===== src/rtl/mbt_pkg.sv =====
// ----------------------------------------------------------------------------
// mbt_pkg: shared constants, types and functions
// Network sizes, parameter map, opcodes, sigmoid table and memory request type.
// ----------------------------------------------------------------------------
package mbt_pkg;

  localparam int NUM_FEATURES = 3;
  localparam int NUM_HIDDEN   = 10;
  localparam int NUM_WEIGHTS  = NUM_FEATURES * NUM_HIDDEN;
  localparam int OW_BASE      = NUM_WEIGHTS;
  localparam int HB_BASE      = OW_BASE + NUM_HIDDEN;
  localparam int OB_INDEX     = HB_BASE + NUM_HIDDEN;
  localparam int NUM_PARAMS   = OB_INDEX + 1;

  localparam int AW   = $clog2(NUM_PARAMS);
  localparam int JW   = (NUM_HIDDEN > 1) ? $clog2(NUM_HIDDEN) : 1;
  localparam int XW   = (NUM_FEATURES > 1) ? $clog2(NUM_FEATURES) : 1;
  localparam int IW   = $clog2(NUM_FEATURES + 1);
  localparam int KMAX = ((NUM_FEATURES > NUM_HIDDEN) ? NUM_FEATURES : NUM_HIDDEN) + 1;
  localparam int KW   = $clog2(KMAX + 1);

  localparam logic [12:0] RATE_RESET = 13'd3686;

  localparam logic [63:0] ONE_Q30      = 64'd1073741824;
  localparam logic [63:0] EXP_STEP_Q30 = 64'd1008687096;

  typedef enum logic [1:0] {
    OP_INFER = 2'd0,
    OP_TRAIN = 2'd1,
    OP_WRITE = 2'd2,
    OP_CLEAR = 2'd3
  } op_e;

  typedef enum logic [1:0] {
    CFG_RATE_HW = 2'd0,
    CFG_RATE_OW = 2'd1,
    CFG_RATE_HB = 2'd2,
    CFG_RATE_OB = 2'd3
  } cfg_idx_e;

  typedef struct packed {
    logic                we;
    logic [AW-1:0]       waddr;
    logic signed [15:0]  wdata;
    logic [AW-1:0]       raddr;
  } mem_req_t;

  typedef logic [12:0] sig_tab_t [256];

  // shift-subtract divide, elaboration use only
  function automatic logic [63:0] udiv64(input logic [63:0] num, input logic [63:0] den);
    logic [63:0] q;
    logic [64:0] r;
    q = '0;
    r = '0;
    for (int b = 63; b >= 0; b--) begin
      r = {r[63:0], num[b]};
      if (r >= {1'b0, den}) begin
        r = r - {1'b0, den};
        q[b] = 1'b1;
      end
    end
    return q;
  endfunction

  function automatic sig_tab_t build_sig_table();
    sig_tab_t    tab;
    logic [31:0] half [129];
    logic [63:0] p;
    logic [63:0] den;
    p = ONE_Q30;
    for (int k = 0; k <= 128; k++) begin
      den = ONE_Q30 + p;
      half[k] = 32'(udiv64((64'd4096 << 30) + (den >> 1), den));
      p = (p * EXP_STEP_Q30 + (64'd1 << 29)) >> 30;
    end
    for (int k = 0; k < 256; k++) begin
      if (k >= 128) begin
        tab[k] = 13'(half[k-128]);
      end else begin
        tab[k] = 13'(32'd4096 - half[128-k]);
      end
    end
    return tab;
  endfunction

  localparam sig_tab_t SIG_TABLE = build_sig_table();

  function automatic logic [12:0] sig_lookup(input logic signed [27:0] pre);
    logic [27:0] off;
    off = 28'(pre + 28'sd32768);
    if (pre < -28'sd32768) begin
      return SIG_TABLE[0];
    end else if (pre > 28'sd32767) begin
      return SIG_TABLE[255];
    end
    return SIG_TABLE[off[15:8]];
  endfunction

endpackage


===== src/rtl/mbt_param_mem.sv =====
// ----------------------------------------------------------------------------
// mbt_param_mem: weight and bias store
// One write and one registered read per cycle.
// ----------------------------------------------------------------------------
module mbt_param_mem
  import mbt_pkg::*;
(
  input  logic               clk_i,
  input  mem_req_t           req_i,
  output logic signed [15:0] rdata_o
);

  logic signed [15:0] mem [NUM_PARAMS];

  always_ff @(posedge clk_i) begin
    if (req_i.we) begin
      mem[req_i.waddr] <= req_i.wdata;
    end
    rdata_o <= mem[req_i.raddr];
  end

endmodule


===== config.mk =====
export PLATFORM = sky130hd
export DESIGN_NAME = mbt_param_mem
export DESIGN_NICKNAME = d
export VERILOG_FILES = /design/src/rtl/mbt_pkg.sv /design/src/rtl/mbt_param_mem.sv
export SDC_FILE = /design/constraint.sdc
export NUM_CORES = 1
export LEC_CHECK = 0
export ABC_CLOCK_PERIOD_IN_PS = 2400
export BUFFER_PORTS_ARGS = -buffer_cell sky130_fd_sc_hd__buf_2
export CORE_AREA = 2 2 236 238
export CTS_BUF_LIST = sky130_fd_sc_hd__clkbuf_4 sky130_fd_sc_hd__clkbuf_8
export DETAILED_ROUTE_END_ITERATION = 10
export DIE_AREA = 0 0 238 240
export PLACE_DENSITY_LB_ADDON = 0.12
export SKIP_CTS_REPAIR_TIMING = 1
export SLEW_MARGIN = 20
export SYNTH_ARGS = -nofsm -noshare
export SYNTH_HDL_FRONTEND = slang
export SYNTH_SLANG_ARGS = --single-unit
export TNS_END_PERCENT = 10

===== constraint.sdc =====
create_clock -name clk_i -period 2.4 [get_ports clk_i]
set_input_delay 0.12 -clock clk_i [delete_from_list [all_inputs] [get_ports clk_i]]
set_output_delay 0.12 -clock clk_i [all_outputs]
set_load 0.03 [all_outputs]

Word-level counts from Yosys, hierarchy flattened. Memories as Yosys holds them, arrays and structs flattened. A register that Yosys moved wholly into a read port is not among the register bits. Index checks and enable logic that the tools add are counted.

Muxes and demuxes: 2.

Operators with widths (count): $mux 1 (2).

Memories kept: 1. Output and inout port bits: 16. Input port bits: 30. RAM bits: 816. Logic and storage cells: 3. Register bits: 0.

Memory list: mem (words 51, bits a word 16, read ports 1, clocked after Yosys merged registers in 1, write ports 1, RTL line mbt_param_mem.sv:13) `logic signed [15:0] mem [NUM_PARAMS];`.

Depth between registers and ports, before layout.
Depth in word-level cells: 2. Gate-level depth with buffers: 9. Depth with buffers taken out: 5.

Least setup slack after synthesis. No wires, ideal clock.

Kind: input to register. From: in req_i[26] (netlist bit). To: mem mem[32][0], enable pin. Buffers on the path: 1. Path slack: 0.066 ns. Cell stages on the path: 4. Data arrival time: 1.924 ns. Cells stage by stage: clkbuf_1 > nand2b_1 > or3_1 > nor3_1.

RTL lines: from (decl) (RTL line mbt_param_mem.sv:9) `input mem_req_t req_i,`; to (decl) (RTL line mbt_param_mem.sv:13).

Straight into the memory's write port.

==> results.toml <==
[timing]
hold_violations = 1
finalHoldWorstSlack_ps = -6.029
skew_ps = 24.66
fmax_mhz = 447.3
rsz0062_at_grt = "false"
finalSetupViolCount = 0
slew_headroom = 0.3125
period_minus_slack_ps = 2236
fin_crit_sh = 0.9316
tightest_slew_ps = 1022
finalSetupTns_ps = 0
report.final.slew_viol_count = 0

[layout]
nets = 1758
area_growth_pct = 13.70
final_cells = 2535
fin_area_sq_um = 36360
nFillCells = 3657
finish.utilization = 0.6651
drive_gt1_frac = 0.3333
regArea_sq_um = 24820
multi_input_comb_area_sq_um = 6643

[power_and_ir_drop]
p_per_area_nw_per_um2 = 809.4
p_leak_nw = 11.82
clockPowerShare = 0.396
power_frac_seq = 0.549
p_sw_w = 0.006415
p_int_w = 0.02301
ir_drop_uv = 599.0
pwr-share-comb = 0.055
sw_frac_of_total = 0.2180

[cts]
cts_tree = "built"
insertion_delay_ps = 770
cts_sinks = 832
cts_max_level = 4
clockBufferDepth = 3
clkTransAtPathRegs_ps = 60
numCtsBuffers = 133
root_buffer = "clkbuf_8"

[floorplan]
die_x_microns = 238
rows = 86
fp.dieH_microns = 240
io_pins = 46
die_area_sq_um = 57120
start_util = 0.5850
core_sq_um = 54660

[synthesis]
synthTopCellsByArea = "edfxtp_1, mux4_2, nand2_1"
yosysWarnings = 0
yosys.area.top_type_share = 0.7663
synth_most_common_cell = "edfxtp_1"
syn_area_sq_um = 31980
synth_cell_types = 37
synth_flop_cell = "edfxtp_1"
synth_nets = 1529
ys_seq_area_frac = 0.7763
yosys.area.top_type = "edfxtp_1"
syn_inst = 1499
synthTopCellsByCount = "edfxtp_1, mux4_2, nand2_1"
syn_avg_cell_area_sq_um = 21.33
synth_edf_count = 816
synth_seq_cells = 832
ys_async_sr_fraction = 0

[worst_setup_path]
reg2reg_slack_ps = 160
start_kind = "flip-flop"
end_kind = "flip-flop"
required_ps = 3020
path_class = "flip-flop to flip-flop"
crit_fanout = 1
cp.arrival_ps = 2850

[route]
vias = 15890
drc = 0
routed_wl_microns = 75760
ant_nets = 0
via_per_inst = 6.268
drt_pass1_iterations = 5
initialDrtViolationCount = 1810
routedWlPerCell_microns = 29.89

[grt]
grt_max_degree = 54
track_usage = 0.2761
met1_usage = 0.3918
grt_util_met3 = 0.08014
grt_pass1_wl_microns = 109500
overflow = 0
grt_busiest_layer = "met2"
first_global_vias = 16010
use_met2 = 0.4171
grt_antenna_before_repair = 4

[placement]
portBuffers = 45
routabilityCongestion = 0.8612
dp_cells = 2284
placed_cell_area_sq_um = 33640
place_hpwl_microns = 46890

[outcome]
outcome = "finished with violations"
violations = "negative hold slack"

[flow_run]
maxCapViolations = 0

[worst_hold_path]
hp-class = "input port to flip-flop"
==> worst paths after layout <==
check                        from                    to  cells after the start
max          mem[31][4]$_DFFE_PP_    rdata_o[4]$_DFF_P_                      4
min                     req_i[23]  mem[36][3]$_DFFE_PP_                      3
max reg2reg  mem[31][4]$_DFFE_PP_    rdata_o[4]$_DFF_P_                      4
min reg2reg  mem[50][3]$_DFFE_PP_    rdata_o[3]$_DFF_P_                      4
==> cell usage in the layout (no fill, tap or decap), drive strengths merged <==
cell and count:
a2111oi 1, a211oi 2, a32o 3, a32oi 1
and2b 1, buf 161, clkbuf 197, clkinv 30
clkinvlp 7, dfxtp 16, diode 1, dlygate4sd3 13
edfxtp 816, inv 4, mux2 29, mux2i 26
mux4 191, nand2 114, nand2b 17, nand3 30
nand3b 4, nand4 16, nor2 64, nor2b 9
nor3 6, o211ai 1, o21ai 15, o22ai 28
o31ai 13, o41ai 11, or2 1, or3 2
or4 1
==> power by group through the flow <==
stage | registers [W] | clock network [W] | logic, W
after floorplan | 0.0165 | 0 | 0.000816
after global placement | 0.0164 | 0 | 0.00158
after detailed placement | 0.0165 | 0 | 0.00160
after CTS | 0.0161 | 0.0119 | 0.00160
after global routing | 0.0161 | 0.0125 | 0.00171
final | 0.0162 | 0.0117 | 0.00161
==> flip-flops by register name, indices dropped and copies added (netlist names) <==
signal,count
mem,816
rdata_o,16
==> routing by layer <==
| metal | vias up | share of wire | wire length (microns) |
|---|---|---|---|
| li1 | 6683 | - | - |
| met1 | 8371 | 0.41 | 30800 |
| met2 | 711 | 0.47 | 35470 |
| met3 | 118 | 0.097 | 7362 |
| met4 | 6 | 0.028 | 2086 |
| met5 | - | 0.00061 | 46 |
==> critical path: stages, from the launching register on <==
cell and delay, ps:
edfxtp_1 360, mux4_2 480, mux2_2 330, o21ai_0 780, o41ai_1 140
==> per-stage QoR <==
| step | setup slack [ps] | total power (W) |
|---|---|---|
| CTS | 218.5 | 0.02965 |
| global placement | -192.2 | 0.01802 |
| floorplan | 66.44 | 0.01730 |
| global route | 213.4 | 0.03036 |
| finish | 164.1 | 0.02943 |
| detailed placement | -174.7 | 0.01805 |
==> layout make-up <==
class                           count  area share
Inverter                            1   0.0001032
Multi-Input combinational cell    586      0.1827
Clock buffer                      197     0.06529
Sequential cell                   832      0.6828
Antenna cell                        1  0.00006883
Tap cell                          704     0.02423
Timing Repair Buffer              174     0.03906
Clock inverter                     40    0.005747
==> logic make-up after synthesis <==
kind of cell           after synthesis  synth area share
DFF                                832            0.7763
muxes                              246            0.1536
AOI/OAI and AO/OA                   75           0.01624
buffers and inverters               81           0.01710
and+or+nand+nor                    265           0.03674
(Power assumes the default switching activity.)
